$ cat config.mk
export PLATFORM = sky130hd
export DESIGN_NAME = pulse_period_tachometer
export DESIGN_NICKNAME = d
export VERILOG_FILES = /design/src/hdl/ptach_pkg.sv /design/src/hdl/ptach_ctrl.sv /design/src/hdl/ptach_datapath.sv /design/src/hdl/pulse_period_tachometer.sv
export SDC_FILE = /design/constraint.sdc
export NUM_CORES = 1
export LEC_CHECK = 0
export ABC_AREA = 0
export BUFFER_PORTS_ARGS = -buffer_cell sky130_fd_sc_hd__buf_2
export CAP_MARGIN = 25
export CORE_ASPECT_RATIO = 1.1
export CORE_MARGIN = 8
export CORE_UTILIZATION = 55
export DETAILED_ROUTE_END_ITERATION = 10
export GPL_ROUTABILITY_DRIVEN = 0
export GPL_TIMING_DRIVEN = 0
export MAX_ROUTING_LAYER = met4
export PLACE_DENSITY = 0.73
export SYNTH_ARGS = -nofsm -noshare
export SYNTH_HDL_FRONTEND = slang
export SYNTH_HIERARCHICAL = 1
export SYNTH_SLANG_ARGS = --single-unit
$ cat constraint.sdc
create_clock -name clk -period 15.5 [get_ports clk]
set_input_delay 3.1 -clock clk [delete_from_list [all_inputs] [get_ports clk]]
set_output_delay 3.1 -clock clk [all_outputs]
set_load 0.01 [all_outputs]
$ cat src/hdl/ptach_pkg.sv
// Shared types and constants for the pulse period tachometer.
// Used by the controller, the datapath and the top level; no dependencies.
package ptach_pkg;

  localparam int unsigned CountWidth = 32;
  localparam int unsigned RpmWidth   = 26;
  localparam int unsigned PprWidth   = 8;
  localparam int unsigned DivWidth   = CountWidth + PprWidth;
  localparam int unsigned DivSteps   = RpmWidth;
  localparam int unsigned StepWidth  = $clog2(DivSteps);

  localparam logic [RpmWidth-1:0]  RpmNumerator = 26'd60000000;
  localparam logic [StepWidth-1:0] LastStep     = StepWidth'(DivSteps - 1);

  typedef struct packed {
    logic take;
    logic mul;
    logic div_step;
    logic div_last;
    logic load_out;
  } cmd_t;

  typedef struct packed {
    logic div_needed;
    logic out_free;
  } stat_t;

endpackage

$ cat src/hdl/ptach_ctrl.sv
// Controller state machine for the pulse period tachometer.
// Depends on ptach_pkg; drives commands into ptach_datapath.
module ptach_ctrl import ptach_pkg::*; (
  input  logic  clk,
  input  logic  rst,
  input  logic  in_valid,
  output logic  in_ready,
  input  stat_t stat,
  output cmd_t  cmd
);

  typedef enum logic [1:0] {
    S_IDLE,
    S_MUL,
    S_DIV,
    S_LOAD
  } state_t;

  state_t                state;
  logic [StepWidth-1:0]  step;

  assign in_ready = (state == S_IDLE);

  always_comb begin
    cmd          = '0;
    cmd.take     = (state == S_IDLE) && in_valid;
    cmd.mul      = (state == S_MUL);
    cmd.div_step = (state == S_DIV);
    cmd.div_last = (state == S_DIV) && (step == '0);
    cmd.load_out = (state == S_LOAD) && stat.out_free;
  end

  always_ff @(posedge clk) begin
    if (rst) begin
      state <= S_IDLE;
      step  <= '0;
    end else begin
      case (state)
        S_IDLE: begin
          if (in_valid) begin
            state <= stat.div_needed ? S_MUL : S_LOAD;
          end
        end
        S_MUL: begin
          step  <= LastStep;
          state <= S_DIV;
        end
        S_DIV: begin
          if (step == '0) begin
            state <= S_LOAD;
          end else begin
            step <= step - 1'b1;
          end
        end
        S_LOAD: begin
          if (stat.out_free) begin
            state <= S_IDLE;
          end
        end
        default: state <= S_IDLE;
      endcase
    end
  end

endmodule

$ cat src/hdl/ptach_datapath.sv
// Datapath for the pulse period tachometer: edge detection, counters,
// the restoring divider and the output register. Depends on ptach_pkg.
module ptach_datapath import ptach_pkg::*; (
  input  logic                  clk,
  input  logic                  rst,
  input  logic                  cfg_we,
  input  logic [PprWidth-1:0]   cfg_wdata,
  input  logic                  sensor_level,
  input  cmd_t                  cmd,
  output stat_t                 stat,
  output logic                  out_valid,
  input  logic                  out_ready,
  output logic                  pulse_event,
  output logic [CountWidth-1:0] pulse_total,
  output logic [CountWidth-1:0] period_ticks,
  output logic [RpmWidth-1:0]   rpm_value,
  output logic                  rpm_valid
);

  logic [PprWidth-1:0]   ppr_cfg;
  logic                  prev_level;
  logic                  primed;
  logic                  seen_first_edge;
  logic [CountWidth-1:0] ticks_since_edge;
  logic [CountWidth-1:0] edge_count;
  logic [CountWidth-1:0] held_period;
  logic [RpmWidth-1:0]   held_rpm;
  logic                  have_period;
  logic                  last_event;

  logic [DivWidth-1:0]   divisor;
  logic [RpmWidth-1:0]   rem;
  logic [RpmWidth-1:0]   quo;

  logic                  falling;
  logic [CountWidth-1:0] ticks_inc;
  logic [PprWidth-1:0]   ppr_eff;
  logic [RpmWidth:0]     rem_shift;
  logic                  fits;
  logic [RpmWidth-1:0]   rem_next;
  logic [RpmWidth-1:0]   quo_next;

  assign falling   = primed && prev_level && !sensor_level;
  assign ticks_inc = (ticks_since_edge == '1) ? ticks_since_edge
                                              : ticks_since_edge + 1'b1;
  assign ppr_eff   = (ppr_cfg == '0) ? PprWidth'(1) : ppr_cfg;

  assign rem_shift = {rem, quo[RpmWidth-1]};
  assign fits      = DivWidth'(rem_shift) >= divisor;
  assign rem_next  = fits ? RpmWidth'(DivWidth'(rem_shift) - divisor)
                          : rem_shift[RpmWidth-1:0];
  assign quo_next  = {quo[RpmWidth-2:0], fits};

  assign stat.div_needed = falling && seen_first_edge;
  assign stat.out_free   = !out_valid || out_ready;

  always_ff @(posedge clk) begin
    if (rst) begin
      ppr_cfg          <= PprWidth'(1);
      prev_level       <= 1'b1;
      primed           <= 1'b0;
      seen_first_edge  <= 1'b0;
      ticks_since_edge <= '0;
      edge_count       <= '0;
      held_period      <= '0;
      held_rpm         <= '0;
      have_period      <= 1'b0;
      last_event       <= 1'b0;
      out_valid        <= 1'b0;
    end else begin
      if (cfg_we) begin
        ppr_cfg <= cfg_wdata;
      end
      if (cmd.take) begin
        prev_level <= sensor_level;
        primed     <= 1'b1;
        last_event <= falling;
        if (primed) begin
          if (falling) begin
            edge_count       <= edge_count + 1'b1;
            seen_first_edge  <= 1'b1;
            ticks_since_edge <= '0;
            if (seen_first_edge) begin
              held_period <= ticks_inc;
              have_period <= 1'b1;
            end
          end else begin
            ticks_since_edge <= ticks_inc;
          end
        end
      end
      if (cmd.div_last) begin
        held_rpm <= quo_next;
      end
      if (cmd.load_out) begin
        out_valid <= 1'b1;
      end else if (out_ready) begin
        out_valid <= 1'b0;
      end
    end
  end

  always_ff @(posedge clk) begin
    if (cmd.mul) begin
      divisor <= held_period * ppr_eff;
      rem     <= '0;
      quo     <= RpmNumerator;
    end else if (cmd.div_step) begin
      rem <= rem_next;
      quo <= quo_next;
    end
    if (cmd.load_out) begin
      pulse_event  <= last_event;
      pulse_total  <= edge_count;
      period_ticks <= held_period;
      rpm_value    <= held_rpm;
      rpm_valid    <= have_period;
    end
  end

endmodule

$ cat src/hdl/pulse_period_tachometer.sv
// Pulse period tachometer: a falling edge that ends a period passes a multiply
// state and a 26-step restoring divider for the rpm before the output load.
// Requests are taken only in the idle state, so a new one waits until the last
// is loaded; a stalled output register holds off that load and the next request.
// Synchronous reset sets the pulses per revolution to 1 and clears the control,
// counter and output-valid state, but not the divider or output data registers.
module pulse_period_tachometer import ptach_pkg::*; (
  input  logic                  clk,
  input  logic                  rst,
  input  logic                  cfg_we,
  input  logic [PprWidth-1:0]   cfg_wdata,
  input  logic                  in_valid,
  output logic                  in_ready,
  input  logic                  sensor_level,
  output logic                  out_valid,
  input  logic                  out_ready,
  output logic                  pulse_event,
  output logic [CountWidth-1:0] pulse_total,
  output logic [CountWidth-1:0] period_ticks,
  output logic [RpmWidth-1:0]   rpm_value,
  output logic                  rpm_valid
);

  cmd_t  cmd;
  stat_t stat;

  ptach_ctrl u_ctrl (
    .clk      (clk),
    .rst      (rst),
    .in_valid (in_valid),
    .in_ready (in_ready),
    .stat     (stat),
    .cmd      (cmd)
  );

  ptach_datapath u_datapath (
    .clk          (clk),
    .rst          (rst),
    .cfg_we       (cfg_we),
    .cfg_wdata    (cfg_wdata),
    .sensor_level (sensor_level),
    .cmd          (cmd),
    .stat         (stat),
    .out_valid    (out_valid),
    .out_ready    (out_ready),
    .pulse_event  (pulse_event),
    .pulse_total  (pulse_total),
    .period_ticks (period_ticks),
    .rpm_value    (rpm_value),
    .rpm_valid    (rpm_valid)
  );

endmodule

Word-level counts from Yosys, hierarchy flattened

Cells that the tools add are included.

Bits of input ports: 14
Output and inout port bits: 94
Flip-flop bits (word level): 327

Multiply operators: 1
Order comparisons: 1
Eq/ne operators: 8
Reductions and logical operators: 19
Mux-type cells: 13
Add/sub/neg operators: 4

Operators with widths:

| cell                                                | number |
|---|---|
| adder 32 x 1 -> 32 bit, second input constant       | 2 |
| two-way mux 32 bit                                  | 2 |
| greater-or-equal comparator 27 x 40 -> 1 bit        | 1 |
| multiplier 32 x 8 -> 40 bit                         | 1 |
| equality test 32 bit, second input constant         | 1 |
| two-way mux 26 bit                                  | 1 |
| subtractor 26 bit                                   | 1 |
| one-hot mux 5 bit (2 select lines)                  | 1 |
| zero test 8 bit                                     | 1 |
| two-way mux 2 bit                                   | 4 |
| two-way mux 8 bit                                   | 1 |
| one-hot mux 2 bit (4 select lines)                  | 1 |
| logical AND 1 bit                                   | 6 |
| AND reduction 3 bit                                 | 2 |
| zero test 5 bit                                     | 1 |
| two-way mux 5 bit                                   | 1 |
| subtractor 5 x 1 -> 5 bit, second input constant    | 1 |
| equality test 2 bit, second input constant          | 2 |
| != test 2 x 1 -> 1 bit, second input constant       | 2 |
| != test 2 bit, second input constant                | 2 |
| AND reduction 2 bit                                 | 2 |
| AND reduction 4 bit                                 | 1 |
| nonzero test 2 bit                                  | 2 |
| equality test 2 x 1 -> 1 bit, second input constant | 1 |
| other kinds (4)                                     | 6 |

Logic depth before layout (Yosys ltp)

Depth after elaboration: 6
Depth in mapped cells: 19
Gate-level depth less buffers: 18

Hierarchy

Netlist, hierarchy kept.

By module, submodules not included:

| module         | instances | sequential area each (um^2) | area an instance (um^2) | cells an instance |
|---|---|---|---|---|
| ptach_datapath | 1         | 7,727.4                     | 21,539.4                | 2,143 |
| ptach_ctrl     | 1         | 140.1                       | 457.9                   | 53 |

Worst setup path before layout

Ideal clock, no wire load.

Kind: input port to flip-flop
Start: input port out_ready
End: register u_datapath.period_ticks[0] (enable)
Stages on the path: 2
Path slack: 9.657 ns
Arrival time: 5.382 ns
Cell sequence: nand2b_1 and2_1

RTL lines:

| what                 | line                          | text |
|---|---|---|
| from (decl)          | pulse_period_tachometer.sv:16 | `input logic out_ready,` |
| to (signal assigned) | ptach_datapath.sv:115         | `period_ticks <= held_period;` |
| to (decl)            | ptach_datapath.sv:15          | `output logic [CountWidth-1:0] period_ticks,` |

Worst setup path in the final report

Start: register u_datapath.ppr_cfg[6]
End: register u_datapath.divisor[34] (data pin)

Word-level cells in the longest chain between the ends: 3

Ends and longest elaborated chain:

| what                            | line                  | text |
|---|---|---|
| from (decl)                     | ptach_datapath.sv:20  | `logic [PprWidth-1:0] ppr_cfg;` |
| from (signal assigned)          | ptach_datapath.sv:59  | `ppr_cfg <= PprWidth'(1);` |
| from (signal assigned)          | ptach_datapath.sv:72  | `ppr_cfg <= cfg_wdata;` |
| zero test 8 bit                 | ptach_datapath.sv:46  | `assign ppr_eff = (ppr_cfg == '0) ? PprWidth'(1) : ppr_cfg;` |
| two-way mux 8 bit (*)           | ptach_datapath.sv:46  |  |
| multiplier 32 x 8 -> 40 bit (*) | ptach_datapath.sv:105 | `divisor <= held_period * ppr_eff;` |
| to (signal assigned)            | ptach_datapath.sv:105 |  |
| to (decl)                       | ptach_datapath.sv:31  | `logic [DivWidth-1:0] divisor;` |

Every way passes the cells marked *; elsewhere a longest branch is shown, timed or not.
A chain may end at the register's enable or synchronous reset.

==> metrics.txt <==
number of hold violations in the final report=0; total number of clock tree sinks=327; Critical Path Sink Type=register; cells along the critical path=nor4_1 -> a21oi_1 -> clkbuf_1 -> nor2b_1 -> fa_1 -> ha_1 -> inv_1 -> fa_1 -> inv_1 -> ha_1 -> a211oi_1 -> o211ai_1 -> a221oi_2 -> o21ai_1 -> a31o_2 -> a41oi_1 -> mux2i_1 -> o2111ai_1; total I/O pin count=108; Die Ht=226 um; number of core rows=77; Fin Setup TNS=0 ns; data arrival at the endpoint of the critical path=6.43 ns; post-CTS sizing=0; Slew Viols, Final=0; Routed WL per cell=18.7 um; number of distinct library cell variants in the gate-level netlist after synthesis=83; Layout Skew=0.0236 ns; number of nets with antenna violations after detailed routing=0; total of warnings raised by yosys=6; combined area of the multi-input logic cells=13100 um^2; mean cell area of the mapped netlist=10.0 um^2; Detailed Route WL=53800 um; share of synthesized cell area in and, or, nand and nor gates=19.3%; via count of the first global-routing pass=16800; routed length on met2=26300 um; total leakage power=10.6 nW; Max clock buf depth=3; number of flops mapped to enable cells by yosys=132; Compound-Gate Fraction of Synth Area=10.9%; worst-path maximum fanout=10; most common cell after layout, fill and taps aside=sky130_fd_sc_hd__and2_1; clock insertion delay at the later pin of the skew report=0.55 ns; Inserted Clock Buffers=35; vias=16400; Setup crit start kind=register; Antenna diodes=0; CORE AREA=39800 um^2; RSZ-0062 raised after global routing=no; Netlist Area Pre-Place=22000 um^2; CTS Root Buffer Type=sky130_fd_sc_hd__clkbuf_16; largest family of logic cells by synthesized area=adder cells; DRC violations left=0; Final Core Density=61.4%; share of post-route cells with drive strength above 1=9.80%; CTS Hold Bufs=0; global-route usage over all layers=24.0%; die boundary width=207 um; xor/xnor share of the synthesized area=4.34%; Total Power=2.89 mW; wire length of the first global-routing pass=86300 um; post-route cell area=24400 um^2; Power Density=118 nW/um^2; highest signal layer in the routed design=met4; sum of routed wire segments on met1=22100 um; final clock period utilization by the worst path=39.8%; Detailed Routing Iterations Pass 1=6; run status=complete, no violations; adder and majority gate portion of the synthesized area=21.9%; number of max-cap violations=0; Worst Tran Pin Value=0.892 ns; area taken by flip-flops and latches=7870 um^2; DP HPWL=41000 um; number of nets produced by synthesis=2486; critical path type=reg -> reg; Max stage delay cell, worst path=sky130_fd_sc_hd__fa_1; worst min-delay path category=reg -> reg; flops & latches, synth=327; Clk pin slew, worst setup/hold paths=0.06 ns; I/O Buffers=106; filler cell count=3340; worst relative slew slack=40.5%; register area share after synthesis=35.8%; buffer count from post-CTS setup fixing=0; share of synthesized registers carrying an async set or reset=0%; Achievable Freq=0.162 GHz; Initial Utilization=55.3%; worst-case register-to-register setup slack=9.33 ns; H-tree Lvls=2; maximum number of pins on one net before global-route repair=56; share of cell area taken by muxes after synthesis=2.92%; count of routing violations after the opening detailed-route iteration=819; Placement Cell Area=23200 um^2; total length of routed met3 wires=3190 um; Syn-to-layout area delta=11.0%; overflow left after global routing=0; Post-Syn Instances=2196; fin nets=2631; primary flip-flop cell chosen by synthesis mapping=sky130_fd_sc_hd__dfxtp_1; CTS tree=built; overall die area=46700 um^2; Crit path largest cell delay=0.58 ns; shortest period the worst path allows=6.17 ns; most frequent cells in the layout=209 x sky130_fd_sc_hd__and2_1, 206 x sky130_fd_sc_hd__nor2_1, 195 x sky130_fd_sc_hd__dfxtp_1; Final setup viols=0; Max rail drop VDD=127 uV; required time reported for the critical path endpoint=15.75 ns; routed via count divided by cell count=5.70; hold slack final=0.433 ns; initial antenna violation count=0
[cells by family (layout without fill, tap and decap cells)]
| logic type | after synthesis | in the layout |
|---|---|---|
| and+or+nand+nor | 806 | 806 |
| buffers and inverters | 265 | 436 |
| DFF | 327 | 327 |
| xor gates and xnor gates | 109 | 109 |
| adders and majority gates | 276 | 276 |
| AOI/OAI and AO/OA | 349 | 349 |
| muxes | 64 | 64 |
[path summary, 6_finish.rpt]
path,depth (start not counted),start,endpoint
hold reg to reg,0,u_datapath/held_rpm[14],u_datapath/rpm_value[14]
setup / recovery,18,u_datapath/ppr_cfg[6],u_datapath/divisor[34]
setup reg to reg,18,u_datapath/ppr_cfg[6],u_datapath/divisor[34]
hold / removal,0,u_datapath/held_rpm[14],u_datapath/rpm_value[14]
[flip-flops by register name, indices dropped and copies added, names as in the netlist, 2 cells and up]
register                     flops
u_datapath/divisor              40
u_datapath/edge_count           32
u_datapath/held_period          32
u_datapath/period_ticks         32
u_datapath/pulse_total          32
u_datapath/ticks_since_edge     32
u_datapath/held_rpm             26
u_datapath/quo                  26
u_datapath/rem                  26
u_datapath/rpm_value            26
u_datapath/ppr_cfg               8
u_ctrl/step                      5
u_ctrl/state                     2
[stage by stage]
step / std cells / setup WS [ns]
2_1_floorplan: 2196 / 9.66
3_3_place_gp: 2815 / 8.55
3_5_place_dp: 2817 / 9.40
4_1_cts: 2880 / 9.39
5_1_grt: 2880 / 9.03
6_report: 2880 / 9.33
[cell usage after synthesis (5+ instances only)]
library cell               count  share of area, %
sky130_fd_sc_hd__o22ai_1       5              0.14
sky130_fd_sc_hd__o31ai_1      11              0.38
sky130_fd_sc_hd__or2_2         5              0.14
sky130_fd_sc_hd__nor3b_1       5              0.17
sky130_fd_sc_hd__nand3_1      38              0.86
sky130_fd_sc_hd__xnor2_1      59               2.3
sky130_fd_sc_hd__dfxtp_1     195                18
sky130_fd_sc_hd__o21a_1       15              0.51
sky130_fd_sc_hd__buf_1         6              0.10
sky130_fd_sc_hd__o211ai_1      7              0.24
sky130_fd_sc_hd__a211o_1       5              0.20
sky130_fd_sc_hd__o21ai_0      66               1.5
sky130_fd_sc_hd__mux2i_1      63               2.9
sky130_fd_sc_hd__inv_1       169               2.9
sky130_fd_sc_hd__ha_1         95               5.4
sky130_fd_sc_hd__or3_1        17              0.48
sky130_fd_sc_hd__nor2_1      206               3.5
sky130_fd_sc_hd__nor4_1        5              0.14
sky130_fd_sc_hd__a211oi_1     43               1.5
sky130_fd_sc_hd__and2_1      210               6.0
sky130_fd_sc_hd__a311oi_2      8              0.55
sky130_fd_sc_hd__buf_6         7              0.36
sky130_fd_sc_hd__nand2b_1     21              0.60
sky130_fd_sc_hd__o21bai_1      7              0.24
sky130_fd_sc_hd__edfxtp_1    132                18
sky130_fd_sc_hd__a31oi_1       9              0.26
sky130_fd_sc_hd__a311oi_1      6              0.24
sky130_fd_sc_hd__fa_1        181                16
sky130_fd_sc_hd__nor3_1       23              0.52
sky130_fd_sc_hd__and3_1       24              0.68
sky130_fd_sc_hd__and4_1       13              0.52
sky130_fd_sc_hd__a22oi_1       7              0.24
sky130_fd_sc_hd__a31o_2        5              0.20
sky130_fd_sc_hd__a41oi_1       5              0.20
sky130_fd_sc_hd__a21o_1       30               1.0
sky130_fd_sc_hd__buf_2         5              0.11
sky130_fd_sc_hd__a21oi_1      85               1.9
sky130_fd_sc_hd__nand4_1      17              0.48
sky130_fd_sc_hd__clkbuf_1     71               1.2
sky130_fd_sc_hd__nand2_1     151               2.6
sky130_fd_sc_hd__xor2_1       50               2.0
sky130_fd_sc_hd__nor2b_1      43               1.2
[power by group]
group	internal, mW	total (mW)	leakage (nW)	switching [mW]
clock network	0.503	0.858	0.576	0.355
logic	0.357	0.894	7.18	0.537
registers	1.05	1.13	2.84	0.0785
total	1.91	2.89	10.6	0.970
[layer usage]
metal / global-route usage, % / vias up
li1: - / 7760
met1: 28.7 / 7978
met2: 40.2 / 515
met3: 3.93 / 153
met4: 9.64 / 0
met5: - / -
[layout make-up]
cell class	count	area share (%)
flip-flops and latches	327	32.2
clock inverters	25	1.11
well taps	513	2.63
multi-input cells	1604	53.5
repair buffers	108	2.37
clock buffers	38	3.76
plain buffers	95	1.76
inverters	170	2.61
[worst max-delay path, delay by kind of cell (launching register included)]
| kind | cells | cell delay, ns |
|---|---|---|
| simple gates | 2 | 0.25 |
| mux | 1 | 0.23 |
| fa+ha+maj | 4 | 1.63 |
| buf+inv | 3 | 0.68 |
| compound gates | 8 | 2.55 |
| flops | 1 | 0.53 |
(Power assumes the default switching activity.)
